**config.mk**
```make
export PLATFORM = sky130hd
export DESIGN_NAME = first_fit_heap_allocator_unit
export DESIGN_NICKNAME = d
export VERILOG_FILES = /design/src/ffha_pkg.sv /design/src/ffha_ctrl.sv /design/src/ffha_datapath.sv /design/src/first_fit_heap_allocator_unit.sv
export SDC_FILE = /design/constraint.sdc
export NUM_CORES = 2
export LEC_CHECK = 0
export BUFFER_PORTS_ARGS = -buffer_cell sky130_fd_sc_hd__buf_2
export CAP_MARGIN = 20
export CORE_ASPECT_RATIO = 0.8
export CORE_MARGIN = 8
export CORE_UTILIZATION = 25
export CTS_CLUSTER_SIZE = 16
export DETAILED_ROUTE_END_ITERATION = 16
export HOLD_SLACK_MARGIN = 0.06
export PLACE_DENSITY = 0.39
export SYNTH_ARGS = -nofsm -noshare
export SYNTH_HDL_FRONTEND = slang
export SYNTH_SLANG_ARGS = --single-unit
```
**constraint.sdc**
```tcl
create_clock -name aclk -period 6.6 [get_ports aclk]
set_input_delay 0.33 -clock aclk [delete_from_list [all_inputs] [get_ports aclk]]
set_output_delay 0.33 -clock aclk [all_outputs]
set_load 0.005 [all_outputs]
```
**src/ffha_pkg.sv**
```systemverilog
// ============================================================================
// ffha_pkg
// Shared types and constants for the first-fit heap allocator.
// ============================================================================
package ffha_pkg;

    localparam int unsigned TOT_W    = 21;   // width of the byte totals
    localparam int unsigned REQ_W    = 21;   // width of request_size
    localparam int unsigned ADDR_W   = 32;   // width of addresses
    localparam int unsigned STAT_W   = 2;    // width of status
    localparam int unsigned NEED_W   = 22;   // rounded request, holds 2^21
    localparam logic [ADDR_W-1:0] HEAP_BASE_RESET = 32'h0010_0000;

    typedef enum logic [STAT_W-1:0] {
        ST_DONE    = 2'd0,
        ST_OOM     = 2'd1,
        ST_UNKNOWN = 2'd2,
        ST_NULL    = 2'd3
    } res_status_t;

    typedef enum logic [3:0] {
        S_INIT, S_IDLE, S_START, S_SCAN, S_FAIL, S_APLAN, S_FNEXT,
        S_FPLAN, S_SHIFT, S_WTAIL, S_WHEAD, S_DONE
    } state_t;

    typedef enum logic [3:0] {
        C_NONE, C_INIT, C_LOAD, C_SCAN, C_FAIL, C_APLAN, C_FNEXT,
        C_FPLAN, C_SHIFT, C_WTAIL, C_WHEAD, C_OUT
    } cmd_t;

    typedef struct packed {
        logic is_free;     // current request is a free
        logic null_free;   // free of the null address
        logic scan_hit;    // entry under check matches
        logic scan_done;   // walk ran past the last entry
        logic split;       // allocate splits the found region
        logic need_shift;  // plan needs table entries moved
        logic shift_done;  // move sweep finished
        logic out_full;    // result register still held
    } dp_status_t;

endpackage

```
**src/ffha_ctrl.sv**
```systemverilog
// ============================================================================
// ffha_ctrl
// Sequencer: walks each request through search, plan, move, write, result.
// ============================================================================
module ffha_ctrl
    import ffha_pkg::*;
(
    input  logic       aclk,
    input  logic       aresetn,
    input  logic       s_tvalid,
    output logic       s_tready,
    input  dp_status_t stat,
    output cmd_t       cmd
);

    state_t state_reg, state_next;

    always_ff @(posedge aclk) begin
        if (!aresetn) begin
            state_reg <= S_INIT;
        end else begin
            state_reg <= state_next;
        end
    end

    always_comb begin
        state_next = state_reg;
        cmd        = C_NONE;
        s_tready   = 1'b0;
        case (state_reg)
            S_INIT: begin
                cmd        = C_INIT;
                state_next = S_IDLE;
            end
            S_IDLE: begin
                s_tready = 1'b1;
                if (s_tvalid) begin
                    cmd        = C_LOAD;
                    state_next = S_START;
                end
            end
            S_START: begin
                state_next = stat.null_free ? S_DONE : S_SCAN;
            end
            S_SCAN: begin
                cmd = C_SCAN;
                if (stat.scan_hit) begin
                    state_next = stat.is_free ? S_FNEXT : S_APLAN;
                end else if (stat.scan_done) begin
                    state_next = S_FAIL;
                end
            end
            S_FAIL: begin
                cmd        = C_FAIL;
                state_next = S_DONE;
            end
            S_APLAN: begin
                cmd = C_APLAN;
                if (stat.need_shift) begin
                    state_next = S_SHIFT;
                end else if (stat.split) begin
                    state_next = S_WTAIL;
                end else begin
                    state_next = S_WHEAD;
                end
            end
            S_FNEXT: begin
                cmd        = C_FNEXT;
                state_next = S_FPLAN;
            end
            S_FPLAN: begin
                cmd        = C_FPLAN;
                state_next = stat.need_shift ? S_SHIFT : S_WHEAD;
            end
            S_SHIFT: begin
                cmd = C_SHIFT;
                if (stat.shift_done) begin
                    state_next = stat.is_free ? S_WHEAD : S_WTAIL;
                end
            end
            S_WTAIL: begin
                cmd        = C_WTAIL;
                state_next = S_WHEAD;
            end
            S_WHEAD: begin
                cmd        = C_WHEAD;
                state_next = S_DONE;
            end
            S_DONE: begin
                if (!stat.out_full) begin
                    cmd        = C_OUT;
                    state_next = S_IDLE;
                end
            end
            default: begin
                state_next = S_INIT;
            end
        endcase
    end

endmodule

```
**src/ffha_datapath.sv**
```systemverilog
// ============================================================================
// ffha_datapath
// Region table memory, search walk, move engine, totals and result register.
// ============================================================================
module ffha_datapath
    import ffha_pkg::*;
#(
    parameter int unsigned HEAP_BYTES   = 1048576,
    parameter int unsigned HEADER_BYTES = 12,
    parameter int unsigned MAX_REGIONS  = 64
) (
    input  logic              aclk,
    input  logic              aresetn,
    input  cmd_t              cmd,
    output dp_status_t        stat,
    input  logic              cfg_we,
    input  logic [ADDR_W-1:0] cfg_wdata,
    input  logic              in_func,
    input  logic [REQ_W-1:0]  in_size,
    input  logic [ADDR_W-1:0] in_addr,
    input  logic              m_tready,
    output logic              m_tvalid,
    output logic [ADDR_W-1:0] m_address,
    output logic [STAT_W-1:0] m_status,
    output logic [TOT_W-1:0]  m_used,
    output logic [TOT_W-1:0]  m_free
);

    localparam int unsigned SZ_W = $clog2(HEAP_BYTES + 1);
    localparam int unsigned CW   = ((SZ_W > NEED_W) ? SZ_W : NEED_W) + 1;
    localparam int unsigned AW   = $clog2(MAX_REGIONS);
    localparam int unsigned NW   = AW + 1;
    localparam logic [CW-1:0]     H_C   = CW'(HEADER_BYTES);
    localparam logic [ADDR_W-1:0] H_A   = ADDR_W'(HEADER_BYTES);
    localparam logic [NW-1:0]     MAX_N = NW'(MAX_REGIONS);

    typedef struct packed {
        logic            used;
        logic [SZ_W-1:0] off;
        logic [SZ_W-1:0] size;
    } entry_t;

    entry_t mem [MAX_REGIONS];
    entry_t rdata_reg;
    logic [AW-1:0] rd_addr, waddr;
    logic          we;
    entry_t        wdata;

    logic [ADDR_W-1:0] heap_base_reg;
    logic [NW-1:0]     count_reg;
    logic [TOT_W-1:0]  used_tot_reg, free_tot_reg;
    logic              func_reg;
    logic [ADDR_W-1:0] faddr_reg;
    logic [CW-1:0]     need_reg;
    logic [ADDR_W-1:0] res_addr_reg;
    res_status_t       res_status_reg;

    logic [NW-1:0]     scan_idx_reg;
    logic [AW-1:0]     chk_idx_reg, found_idx_reg;
    logic              chk_valid_reg;
    entry_t            found_reg, prev_reg, next_reg;

    logic [NW-1:0]     sh_rd_reg, sh_lim_reg;
    logic [1:0]        sh_dist_reg;
    logic              sh_up_reg, pend_valid_reg;
    logic [AW-1:0]     pend_waddr_reg;
    logic [AW-1:0]     head_idx_reg, tail_idx_reg;
    entry_t            head_reg, tail_reg;

    logic              m_tvalid_reg;
    logic [ADDR_W-1:0] m_address_reg;
    logic [STAT_W-1:0] m_status_reg;
    logic [TOT_W-1:0]  m_used_reg, m_free_reg;

    // search compare
    logic          match;
    logic [CW-1:0] need_tmp;
    always_comb begin
        need_tmp = CW'(in_size) + CW'(3);
        if (func_reg) begin
            match = (heap_base_reg + ADDR_W'(rdata_reg.off) + H_A) == faddr_reg;
        end else begin
            match = !rdata_reg.used && (CW'(rdata_reg.size) >= need_reg);
        end
    end

    // allocate plan
    logic          a_split;
    logic [NW-1:0] found_n;
    always_comb begin
        found_n = NW'(found_idx_reg);
        a_split = (CW'(found_reg.size) > need_reg + H_C + CW'(4))
                  && (count_reg < MAX_N);
    end

    // free plan
    logic          mp, mn;
    logic [NW-1:0] f_src;
    logic [1:0]    f_dist;
    logic [CW-1:0] f_size;
    always_comb begin
        mp     = (found_idx_reg != '0) && !prev_reg.used;
        mn     = (found_n + NW'(1) < count_reg) && !next_reg.used;
        f_src  = found_n + NW'(1) + NW'(mn);
        f_dist = 2'(mn) + 2'(mp);
        f_size = CW'(found_reg.size)
                 + (mp ? CW'(prev_reg.size) + H_C : '0)
                 + (mn ? CW'(next_reg.size) + H_C : '0);
    end

    logic sh_active;
    assign sh_active = sh_up_reg ? (sh_rd_reg >= sh_lim_reg) : (sh_rd_reg <= sh_lim_reg);

    always_comb begin
        stat.is_free    = func_reg;
        stat.null_free  = func_reg && (faddr_reg == '0);
        stat.scan_hit   = chk_valid_reg && match;
        stat.scan_done  = !chk_valid_reg && (scan_idx_reg >= count_reg);
        stat.split      = a_split;
        stat.need_shift = func_reg ? ((f_dist != 2'd0) && (f_src < count_reg))
                                   : (a_split && (found_n + NW'(1) < count_reg));
        stat.shift_done = !sh_active && !pend_valid_reg;
        stat.out_full   = m_tvalid_reg && !m_tready;
    end

    // memory ports
    always_comb begin
        rd_addr = (cmd == C_SHIFT) ? sh_rd_reg[AW-1:0] : scan_idx_reg[AW-1:0];
        we      = 1'b0;
        waddr   = head_idx_reg;
        wdata   = head_reg;
        case (cmd)
            C_INIT: begin
                we    = 1'b1;
                waddr = '0;
                wdata = '{used: 1'b0, off: '0,
                          size: SZ_W'(HEAP_BYTES - HEADER_BYTES)};
            end
            C_SHIFT: begin
                we    = pend_valid_reg;
                waddr = pend_waddr_reg;
                wdata = rdata_reg;
            end
            C_WTAIL: begin
                we    = 1'b1;
                waddr = tail_idx_reg;
                wdata = tail_reg;
            end
            C_WHEAD: begin
                we = 1'b1;
            end
            default: begin
                we = 1'b0;
            end
        endcase
    end

    always_ff @(posedge aclk) begin
        if (we) begin
            mem[waddr] <= wdata;
        end
        rdata_reg <= mem[rd_addr];
    end

    // payload registers
    always_ff @(posedge aclk) begin
        case (cmd)
            C_LOAD: begin
                func_reg       <= in_func;
                faddr_reg      <= in_addr;
                need_reg       <= {need_tmp[CW-1:2], 2'b00};
                res_addr_reg   <= '0;
                res_status_reg <= (in_func && in_addr == '0) ? ST_NULL : ST_DONE;
                scan_idx_reg   <= '0;
            end
            C_SCAN: begin
                chk_idx_reg <= scan_idx_reg[AW-1:0];
                if (scan_idx_reg < count_reg) begin
                    scan_idx_reg <= scan_idx_reg + NW'(1);
                end
                if (chk_valid_reg) begin
                    if (match) begin
                        found_reg     <= rdata_reg;
                        found_idx_reg <= chk_idx_reg;
                    end else begin
                        prev_reg <= rdata_reg;
                    end
                end
            end
            C_FAIL: begin
                res_status_reg <= func_reg ? ST_UNKNOWN : ST_OOM;
            end
            C_APLAN: begin
                res_addr_reg  <= heap_base_reg + ADDR_W'(found_reg.off) + H_A;
                head_idx_reg  <= found_idx_reg;
                tail_idx_reg  <= AW'(found_n + NW'(1));
                head_reg.used <= 1'b1;
                head_reg.off  <= found_reg.off;
                head_reg.size <= a_split ? SZ_W'(need_reg) : found_reg.size;
                tail_reg.used <= 1'b0;
                tail_reg.off  <= SZ_W'(CW'(found_reg.off) + H_C + need_reg);
                tail_reg.size <= SZ_W'(CW'(found_reg.size) - need_reg - H_C);
                sh_up_reg     <= 1'b1;
                sh_rd_reg     <= count_reg - NW'(1);
                sh_lim_reg    <= found_n + NW'(1);
                sh_dist_reg   <= 2'd1;
            end
            C_FNEXT: begin
                next_reg <= rdata_reg;
            end
            C_FPLAN: begin
                head_idx_reg  <= AW'(found_n - NW'(mp));
                head_reg.used <= 1'b0;
                head_reg.off  <= mp ? prev_reg.off : found_reg.off;
                head_reg.size <= SZ_W'(f_size);
                sh_up_reg     <= 1'b0;
                sh_rd_reg     <= f_src;
                sh_lim_reg    <= count_reg - NW'(1);
                sh_dist_reg   <= f_dist;
            end
            C_SHIFT: begin
                if (sh_active) begin
                    pend_waddr_reg <= sh_up_reg ? AW'(sh_rd_reg + NW'(1))
                                                : AW'(sh_rd_reg - NW'(sh_dist_reg));
                    sh_rd_reg      <= sh_up_reg ? sh_rd_reg - NW'(1)
                                                : sh_rd_reg + NW'(1);
                end
            end
            default: begin
                found_idx_reg <= found_idx_reg;
            end
        endcase
    end

    // control and table state
    always_ff @(posedge aclk) begin
        if (!aresetn) begin
            heap_base_reg  <= HEAP_BASE_RESET;
            count_reg      <= NW'(1);
            used_tot_reg   <= '0;
            free_tot_reg   <= TOT_W'(HEAP_BYTES - HEADER_BYTES);
            chk_valid_reg  <= 1'b0;
            pend_valid_reg <= 1'b0;
        end else begin
            if (cfg_we) begin
                heap_base_reg <= cfg_wdata;
            end
            chk_valid_reg  <= (cmd == C_SCAN) && (scan_idx_reg < count_reg);
            pend_valid_reg <= (cmd == C_SHIFT) && sh_active;
            if (cmd == C_APLAN) begin
                count_reg <= count_reg + NW'(a_split);
                if (a_split) begin
                    used_tot_reg <= used_tot_reg + TOT_W'(need_reg);
                    free_tot_reg <= free_tot_reg - TOT_W'(need_reg + H_C);
                end else begin
                    used_tot_reg <= used_tot_reg + TOT_W'(found_reg.size);
                    free_tot_reg <= free_tot_reg - TOT_W'(found_reg.size);
                end
            end
            if (cmd == C_FPLAN) begin
                count_reg <= count_reg - NW'(f_dist);
                if (found_reg.used) begin
                    used_tot_reg <= used_tot_reg - TOT_W'(found_reg.size);
                    free_tot_reg <= free_tot_reg + TOT_W'(found_reg.size)
                                    + TOT_W'(f_dist) * TOT_W'(HEADER_BYTES);
                end else begin
                    free_tot_reg <= free_tot_reg
                                    + TOT_W'(f_dist) * TOT_W'(HEADER_BYTES);
                end
            end
        end
    end

    // result register
    always_ff @(posedge aclk) begin
        if (!aresetn) begin
            m_tvalid_reg <= 1'b0;
        end else if (cmd == C_OUT) begin
            m_tvalid_reg <= 1'b1;
        end else if (m_tready) begin
            m_tvalid_reg <= 1'b0;
        end
    end

    always_ff @(posedge aclk) begin
        if (cmd == C_OUT) begin
            m_address_reg <= res_addr_reg;
            m_status_reg  <= res_status_reg;
            m_used_reg    <= used_tot_reg;
            m_free_reg    <= free_tot_reg;
        end
    end

    assign m_tvalid  = m_tvalid_reg;
    assign m_address = m_address_reg;
    assign m_status  = m_status_reg;
    assign m_used    = m_used_reg;
    assign m_free    = m_free_reg;

endmodule

```
**src/first_fit_heap_allocator_unit.sv**
```systemverilog
// ============================================================================
// first_fit_heap_allocator_unit
// First-fit heap allocator with coalescing over an address-ordered region
// table; sequencer plus table datapath.
// ============================================================================
//
//  channel | dir | tdata (low bit up)                    | tuser
//  --------+-----+---------------------------------------+-------------------
//  s_      | in  | request_size[20:0], free_address[52:21]| func (0 alloc)
//  m_      | out | address[31:0], used_bytes[52:32],      | status[1:0]
//          |     | free_bytes[73:53]                      |
//  cfg_    | in  | heap_base, written when cfg_we high    |
//
//  Each request runs a table walk, an optional move and the table writes. The
//  walk reads one table entry per cycle up to the hit (or to the end of the
//  table on a miss); a split or merge then moves the entries above the hit one
//  per cycle through the table's one read port and one write port. Walk and
//  move together cover the table at most once.
//  After reset the S_INIT state writes the initial free region before the first
//  beat is taken. A held result beat does not stop the next request from being
//  accepted; only its completion waits for m_tready.
//
module first_fit_heap_allocator_unit
    import ffha_pkg::*;
#(
    parameter int unsigned HEAP_BYTES   = 1048576,
    parameter int unsigned HEADER_BYTES = 12,
    parameter int unsigned MAX_REGIONS  = 64
) (
    input  logic        aclk,
    input  logic        aresetn,
    // config: heap_base
    input  logic        cfg_we,
    input  logic [31:0] cfg_wdata,
    // request beats
    input  logic        s_tvalid,
    output logic        s_tready,
    input  logic [55:0] s_tdata,    // request_size[20:0], free_address[52:21]
    input  logic [0:0]  s_tuser,    // func
    // result beats
    output logic        m_tvalid,
    input  logic        m_tready,
    output logic [79:0] m_tdata,    // address[31:0], used[52:32], free[73:53]
    output logic [1:0]  m_tuser     // status
);

    cmd_t       cmd;
    dp_status_t stat;

    logic [ADDR_W-1:0] m_address;
    logic [STAT_W-1:0] m_status;
    logic [TOT_W-1:0]  m_used, m_free;

    ffha_ctrl u_ctrl (
        .aclk     (aclk),
        .aresetn  (aresetn),
        .s_tvalid (s_tvalid),
        .s_tready (s_tready),
        .stat     (stat),
        .cmd      (cmd)
    );

    ffha_datapath #(
        .HEAP_BYTES   (HEAP_BYTES),
        .HEADER_BYTES (HEADER_BYTES),
        .MAX_REGIONS  (MAX_REGIONS)
    ) u_dp (
        .aclk      (aclk),
        .aresetn   (aresetn),
        .cmd       (cmd),
        .stat      (stat),
        .cfg_we    (cfg_we),
        .cfg_wdata (cfg_wdata),
        .in_func   (s_tuser[0]),
        .in_size   (s_tdata[20:0]),
        .in_addr   (s_tdata[52:21]),
        .m_tready  (m_tready),
        .m_tvalid  (m_tvalid),
        .m_address (m_address),
        .m_status  (m_status),
        .m_used    (m_used),
        .m_free    (m_free)
    );

    assign m_tdata = {6'd0, m_free, m_used, m_address};
    assign m_tuser = m_status;

endmodule
```
# Word level (Yosys, flattened, before mapping)
# Memories as Yosys holds them, arrays and structs flattened. A register that Yosys moved wholly into a read port is not among the register bits.
# Index checks and enable logic that the tools add are counted.
# totals
reg_bits,498
latchBits,0
ramBits,2752
mem_bits_ro,0
out_inout_bits,84
n_memories,1
# op_classes
n_addsub,34
n_mul,1
n_div,0
order_cmp,9
eq_ne,29
shifts,0
n_mux,56
n_bitwise,1
n_reduce_logical,40
# memory_table
memory,depth,width,read_ports,rd_ports_with_merged_regs,write_ports,line,rtl
u_dp.mem,64,43,1,1,1,ffha_datapath.sv:43,entry_t mem [MAX_REGIONS];
# ops
cell,count
21-bit two-way mux,12
43-bit one-hot mux with 3 select lines,1
21-bit adder,6
4-bit one-hot mux with 11 select lines,2
43-bit one-hot mux with 2 select lines,1
21-bit subtractor,4
32-bit by 21-bit adder with 32-bit output,2
"32-bit by 4-bit adder with 32-bit output, second input constant",2
32-bit zero test,2
32-bit one-hot mux with 2 select lines,1
"21-bit by 4-bit adder with 21-bit output, second input constant",3
21-bit by 6-bit adder with 21-bit output,2
7-bit two-way mux,5
32-bit equality test,1
"4-bit by 3-bit equality test with 1-bit output, second input constant",8
"4-bit equality test, second input constant",8
4-bit two-way mux,8
7-bit one-hot mux with 2 select lines,2
"22-bit by 4-bit adder with 23-bit output, second input constant",1
"23-bit by 3-bit adder with 23-bit output, second input constant",1
21-bit by 23-bit greater-than comparator with 1-bit output,1
"21-bit by 2-bit adder with 22-bit output, second input constant",1
21-bit by 22-bit greater-or-equal comparator with 1-bit output,1
7-bit < comparator,3
other kinds (38),92

# Longest topological paths before layout
# logic_depth
ltp_word,9
mapped_depth,30
ltp_nobuf,30

# Modules after synthesis
# From an unflattened synthesis, not the netlist that was laid out.
# unflattened
cells_unflattened,8594
hier_area_um2,142594.3
# modules_own_cells
module,instances,cells_per_inst,area_each_um2,seq_area_each_um2
ffha_datapath,1,8530,142100.0,97463.5
ffha_ctrl,1,57,445.4,80.1
first_fit_heap_allocator_unit,1,7,48.8,0.0

# Worst setup path before layout
# No wires, ideal clock.
# synth_timing
kind,register -> register
from,register u_ctrl.state_reg[0]
to,"register u_dp.m_address_reg[0], in the netlist u_dp.m_address[0] (enable)"
setup_ns,0.604
t_arrival_ns,5.943
required_time_ns,5.996
path_slack_ns,0.052
stages_incl_launch_ff,4
path_buffers,1
period_less_slack_ns,6.548
path_cell_list,dfxtp_1 clkbuf_1 nand2_1 nor3_1
# synth_between
elab_chain_cells,3
elab_cells_between_ends,13
classes_between,eq/ne (11); mux (1); reduce/logical (1)
# synth_lines
element,line,rtl
start: declaration,ffha_ctrl.sv:16,"state_t state_reg, state_next;"
start signal: assignment,ffha_ctrl.sv:22,state_reg <= state_next;
"4-bit equality test, or another cell as far along",ffha_ctrl.sv:30,case (state_reg)
4-bit one-hot mux with 11 select lines *,ffha_ctrl.sv:30,
4-bit equality test *,ffha_datapath.sv:286,if (cmd == C_OUT) begin
end signal: assignment,ffha_datapath.sv:287,m_address_reg <= res_addr_reg;
end: declaration,ffha_datapath.sv:71,logic [ADDR_W-1:0] m_address_reg;
# Every way passes the cells marked *; elsewhere a longest branch is shown, timed or not.
# A chain may end at the register's enable or synchronous reset.

# Worst setup path in the final report
# layout_timing
from,register u_dp.need_reg[3]
to,register u_dp.count_reg[6]
# layout_between
elab_chain_cells,7
# layout_lines
element,line,rtl
start: declaration,ffha_datapath.sv:54,logic [CW-1:0] need_reg;
start signal: assignment,ffha_datapath.sv:171,"need_reg <= {need_tmp[CW-1:2], 2'b00};"
22-bit by 4-bit adder with 23-bit output,ffha_datapath.sv:92,a_split = (CW'(found_reg.size) > need_reg + H_C + CW'(4))
23-bit by 3-bit adder with 23-bit output,ffha_datapath.sv:92,
21-bit by 23-bit greater-than comparator with 1-bit output,ffha_datapath.sv:92,
1-bit logical AND,ffha_datapath.sv:93,&& (count_reg < MAX_N);
7-bit by 1-bit adder with 7-bit output,ffha_datapath.sv:251,count_reg <= count_reg + NW'(a_split);
7-bit two-way mux,ffha_datapath.sv:250,if (cmd == C_APLAN) begin
7-bit two-way mux,ffha_datapath.sv:260,if (cmd == C_FPLAN) begin
end signal: assignment,ffha_datapath.sv:251,
end signal: assignment,ffha_datapath.sv:261,count_reg <= count_reg - NW'(f_dist);
end: declaration,ffha_datapath.sv:50,logic [NW-1:0] count_reg;
# Every way passes these cells. The select of a mux whose other input is x is not followed.

==> summary.md <==
| Metric | Value |
|---|---|
| Final Critical Period | `6360 ps` |
| Initial drt markers | `9240` |
| R2R cell count | `29` |
| DIE WIDTH | `859 µm` |
| Post-synthesis register bit count | `3292` |
| Slew margin rel. | `0.196` |
| Die Area | `594000 µm²` |
| 1st-pass router iterations | `6` |
| Max Clock Freq | `157 MHz` |
| RSZ-0062 raised after global routing | `true` |
| Post-synth EDFFs | `3161` |
| Worst hold path type | `input pin to register` |
| Via count | `84200` |
| Ys flop type | `edfxtp_1` |
| Final setup vio count | `0` |
| Core ar. | `568000 µm²` |
| Tcrit/Tclk final | `0.964` |
| Max reg flops | `2752` |
| Initial Util | `0.250` |
| Static Leakage | `56.5 nW` |
| Total track usage | `0.165` |
| CP endpoint kind | `register` |
| Final Skew | `60.2 ps` |
| WP data required | `7500 ps` |
| Synth warn | `0` |
| Share of cells above drive strength 1 | `0.211` |
| Worst R2R End | `u_dp.count_reg[6]$_SDFFE_PN0P_` |
| IO Pins | `178` |
| Initial antenna violation count | `46` |
| CTS Buffer Depth | `4` |
| Peak supply drop | `191 µV` |
| Global-route wire length before repair | `698 mm` |
| # DRC | `0` |
| TritonCTS clock tree | `built` |
| Pwr dens | `321 nW/µm²` |
| HP Start | `cfg_wdata[16]` |
| Final ANT Viol Nets | `0` |
| Register with the most flip-flops | `u_dp.mem` |
| WL/cell | `29.2 µm` |
| Largest net degree at the start of global routing | `93` |
| Hold slack | `157 ps` |
| Critical path startpoint category | `register` |
| Grt total ovfl | `0` |
| Pre-CTS WS | `-583 ps` |
| Die Y | `691 µm` |
| CP max FO | `7` |
| Sequential cell area fraction in the yosys report | `0.686` |
| Row count | `248` |
| H-tree Lvls | `5` |
| P&R area growth vs syn | `19.0%` |
| Final-report hold violation count | `0` |
| Fin util | `0.298` |
| CTS clock-pin slew for the worst setup and hold paths | `60 ps` |
| Worst Hold End | `u_dp.heap_base_reg[16]$_SDFFE_PN0P_` |
| Number of global-route vias before repair | `84600` |
| Status | `completed` |
| CTS Root Buffer Type | `clkbuf_16` |
| Hold Path Stages | `4` |
| Least-Margin Pin Slew | `1210 ps` |
| Count of cell types in the netlist | `95` |
| Clock sinks | `3292` |
| Reg2reg start | `u_dp.need_reg[3]$_DFFE_PP_` |
| RD Place Congestion | `0.838` |
| Final nets | `9975` |
| Vias per inst | `4.84` |
| Hpwl dp | `314 mm` |
| Skew-Pair Late Insertion Delay | `990 ps` |
| Slew Viols, Final | `0` |
| Critical-path top delay cell | `or4b_4` |
| Final WS setup | `239 ps` |
| Port buffer count | `168` |
| Synth Instances | `8740` |
| Asr flop ratio synth | `0` |
| Slowest stage delay, CP | `580 ps` |
| Mean Syn Cell Area | `16.3 µm²` |
| Worst Path Arrival | `7260 ps` |
| Routed wire length | `507 mm` |
| Final Power | `54.4 mW` |
| Max-cap violations | `0` |
| Critical path type | `register to register` |
| Synth Cell Area | `142000 µm²` |
| TritonCTS Buffers | `353` |
| FF-to-FF setup slack | `240 ps` |
[logic make-up after synthesis]
logic type / Yosys count / synth area share
other cells: 1 / 0.0000264
simple gates: 2112 / 0.0663
fa+ha+maj: 434 / 0.0401
buf+inv: 702 / 0.0198
mux: 781 / 0.116
flops: 3292 / 0.686
compound gates: 1078 / 0.0514
xor+xnor: 340 / 0.0209
[placed cells by master (no fill, tap or decap), types with 34 or more instances in the layout]
cell type | synthesis | layout
a21oi_1 | 279 | 255
clkbuf_1 | 258 | 65
clkinv_2 | 0 | 53
a211oi_1 | 59 | 57
o21a_1 | 39 | 39
ha_1 | 397 | 393
mux4_2 | 688 | 688
o21ai_0 | 172 | 165
xor2_1 | 128 | 128
edfxtp_1 | 3161 | 3161
dlygate4sd3_1 | 0 | 124
nand4_1 | 34 | 34
xnor2_1 | 212 | 212
buf_12 | 0 | 101
nor2_4 | 0 | 63
nand2_1 | 983 | 982
clkinv_1 | 1 | 89
buf_2 | 83 | 169
buf_4 | 17 | 370
clkbuf_16 | 0 | 364
a31oi_1 | 70 | 70
nor2_1 | 390 | 325
and3_1 | 121 | 121
fa_1 | 37 | 36
nand3_1 | 266 | 266
a311oi_1 | 134 | 129
nor2b_1 | 40 | 39
dfxtp_1 | 131 | 130
nor3_1 | 93 | 85
nand2b_1 | 43 | 43
inv_1 | 274 | 242
o211ai_1 | 34 | 34
mux2i_1 | 68 | 63
a21o_1 | 71 | 71
[cell usage after synthesis (70+ instances only)]
| cell | number | share of area |
|---|---|---|
| edfxtp_1 | 3161 | 0.67 |
| nand2_1 | 983 | 0.026 |
| nand3_1 | 266 | 0.0094 |
| nor3_1 | 93 | 0.0033 |
| dfxtp_1 | 131 | 0.018 |
| and3_1 | 121 | 0.0053 |
| ha_1 | 397 | 0.035 |
| a21oi_1 | 279 | 0.0098 |
| inv_1 | 274 | 0.0072 |
| xor2_1 | 128 | 0.0079 |
| nor2_1 | 390 | 0.010 |
| o21ai_0 | 172 | 0.0061 |
| clkbuf_1 | 258 | 0.0068 |
| a31oi_1 | 70 | 0.0031 |
| xnor2_1 | 212 | 0.013 |
| a21o_1 | 71 | 0.0037 |
| a311oi_1 | 134 | 0.0082 |
| mux4_2 | 688 | 0.11 |
| buf_2 | 83 | 0.0029 |
[metrics by stage]
stage	area, µm²	setup TNS [ps]	cells
floorplan	142000	0	8745
global placement	156000	-2920	16600
detailed placement	157000	-1690	16600
global route	169000	-52.5	17400
CTS	169000	0	17300
finish	169000	0	17400
[report_power, final]
group,total (mW),switching [mW],internal (mW)
Sequential,25.1,0.533,24.6
Combinational,9.56,6.47,3.09
Clock,19.8,8.52,11.2
Total,54.4,15.5,38.9
[repair_timing]
item                                    CTS  global route
setup buffers                             2             7
hold buffers                            124             0
gates resized for setup                  14            28
pin swaps                                 0            16
endpoints found under the hold margin   108             0
endpoints found under the setup margin    5             7
[layout make-up]
type | instances | area [µm²]
antenna | 25 | 62.6
fill | 56400 | 399000
inverter | 276 | 1040
multi-input combinational | 4751 | 43000
timing repair buffer | 773 | 6970
clock buffer | 440 | 9500
clock inverter | 200 | 1720
sequential | 3292 | 97500
tap | 7625 | 9540
[worst max-delay path by stage]
stage,cells past startpoint,to,start,slack (ps)
after CTS,31,u_dp.count_reg[6]$_SDFFE_PN0P_,u_dp.need_reg[3]$_DFFE_PP_,40
final,29,u_dp.count_reg[6]$_SDFFE_PN0P_,u_dp.need_reg[3]$_DFFE_PP_,240
after global placement,31,u_dp.count_reg[6]$_SDFFE_PN0P_,u_dp.need_reg[2]$_DFFE_PP_,-890
after global routing,29,u_dp.count_reg[5]$_SDFFE_PN0P_,u_dp.need_reg[2]$_DFFE_PP_,-50
after detailed placement,31,u_dp.count_reg[6]$_SDFFE_PN0P_,u_dp.need_reg[3]$_DFFE_PP_,-580
after floorplan,3,u_dp.m_address[0]$_DFFE_PP_,u_ctrl.state_reg[0]$_SDFFE_PN0P_,50
[worst max-delay path, delay by kind of cell (launching register included)]
family | cells | cell delay (ps)
compound gates | 13 | 2060
simple gates | 8 | 2040
buf+inv | 4 | 530
flops | 1 | 420
mux | 1 | 290
fa+ha+maj | 3 | 930
[layer usage]
metal / vias to the layer above / share of wire / global-route usage / wire [µm]
met4: 4 / 0.016 / 0.0264 / 8100
met3: 471 / 0.061 / 0.0258 / 31000
met5: - / 0.000061 / 0 / 31
li1: 35700 / - / - / -
met1: 45300 / 0.49 / 0.253 / 248000
met2: 2711 / 0.43 / 0.248 / 220000
No activity file was read; power rests on OpenSTA's default activity.
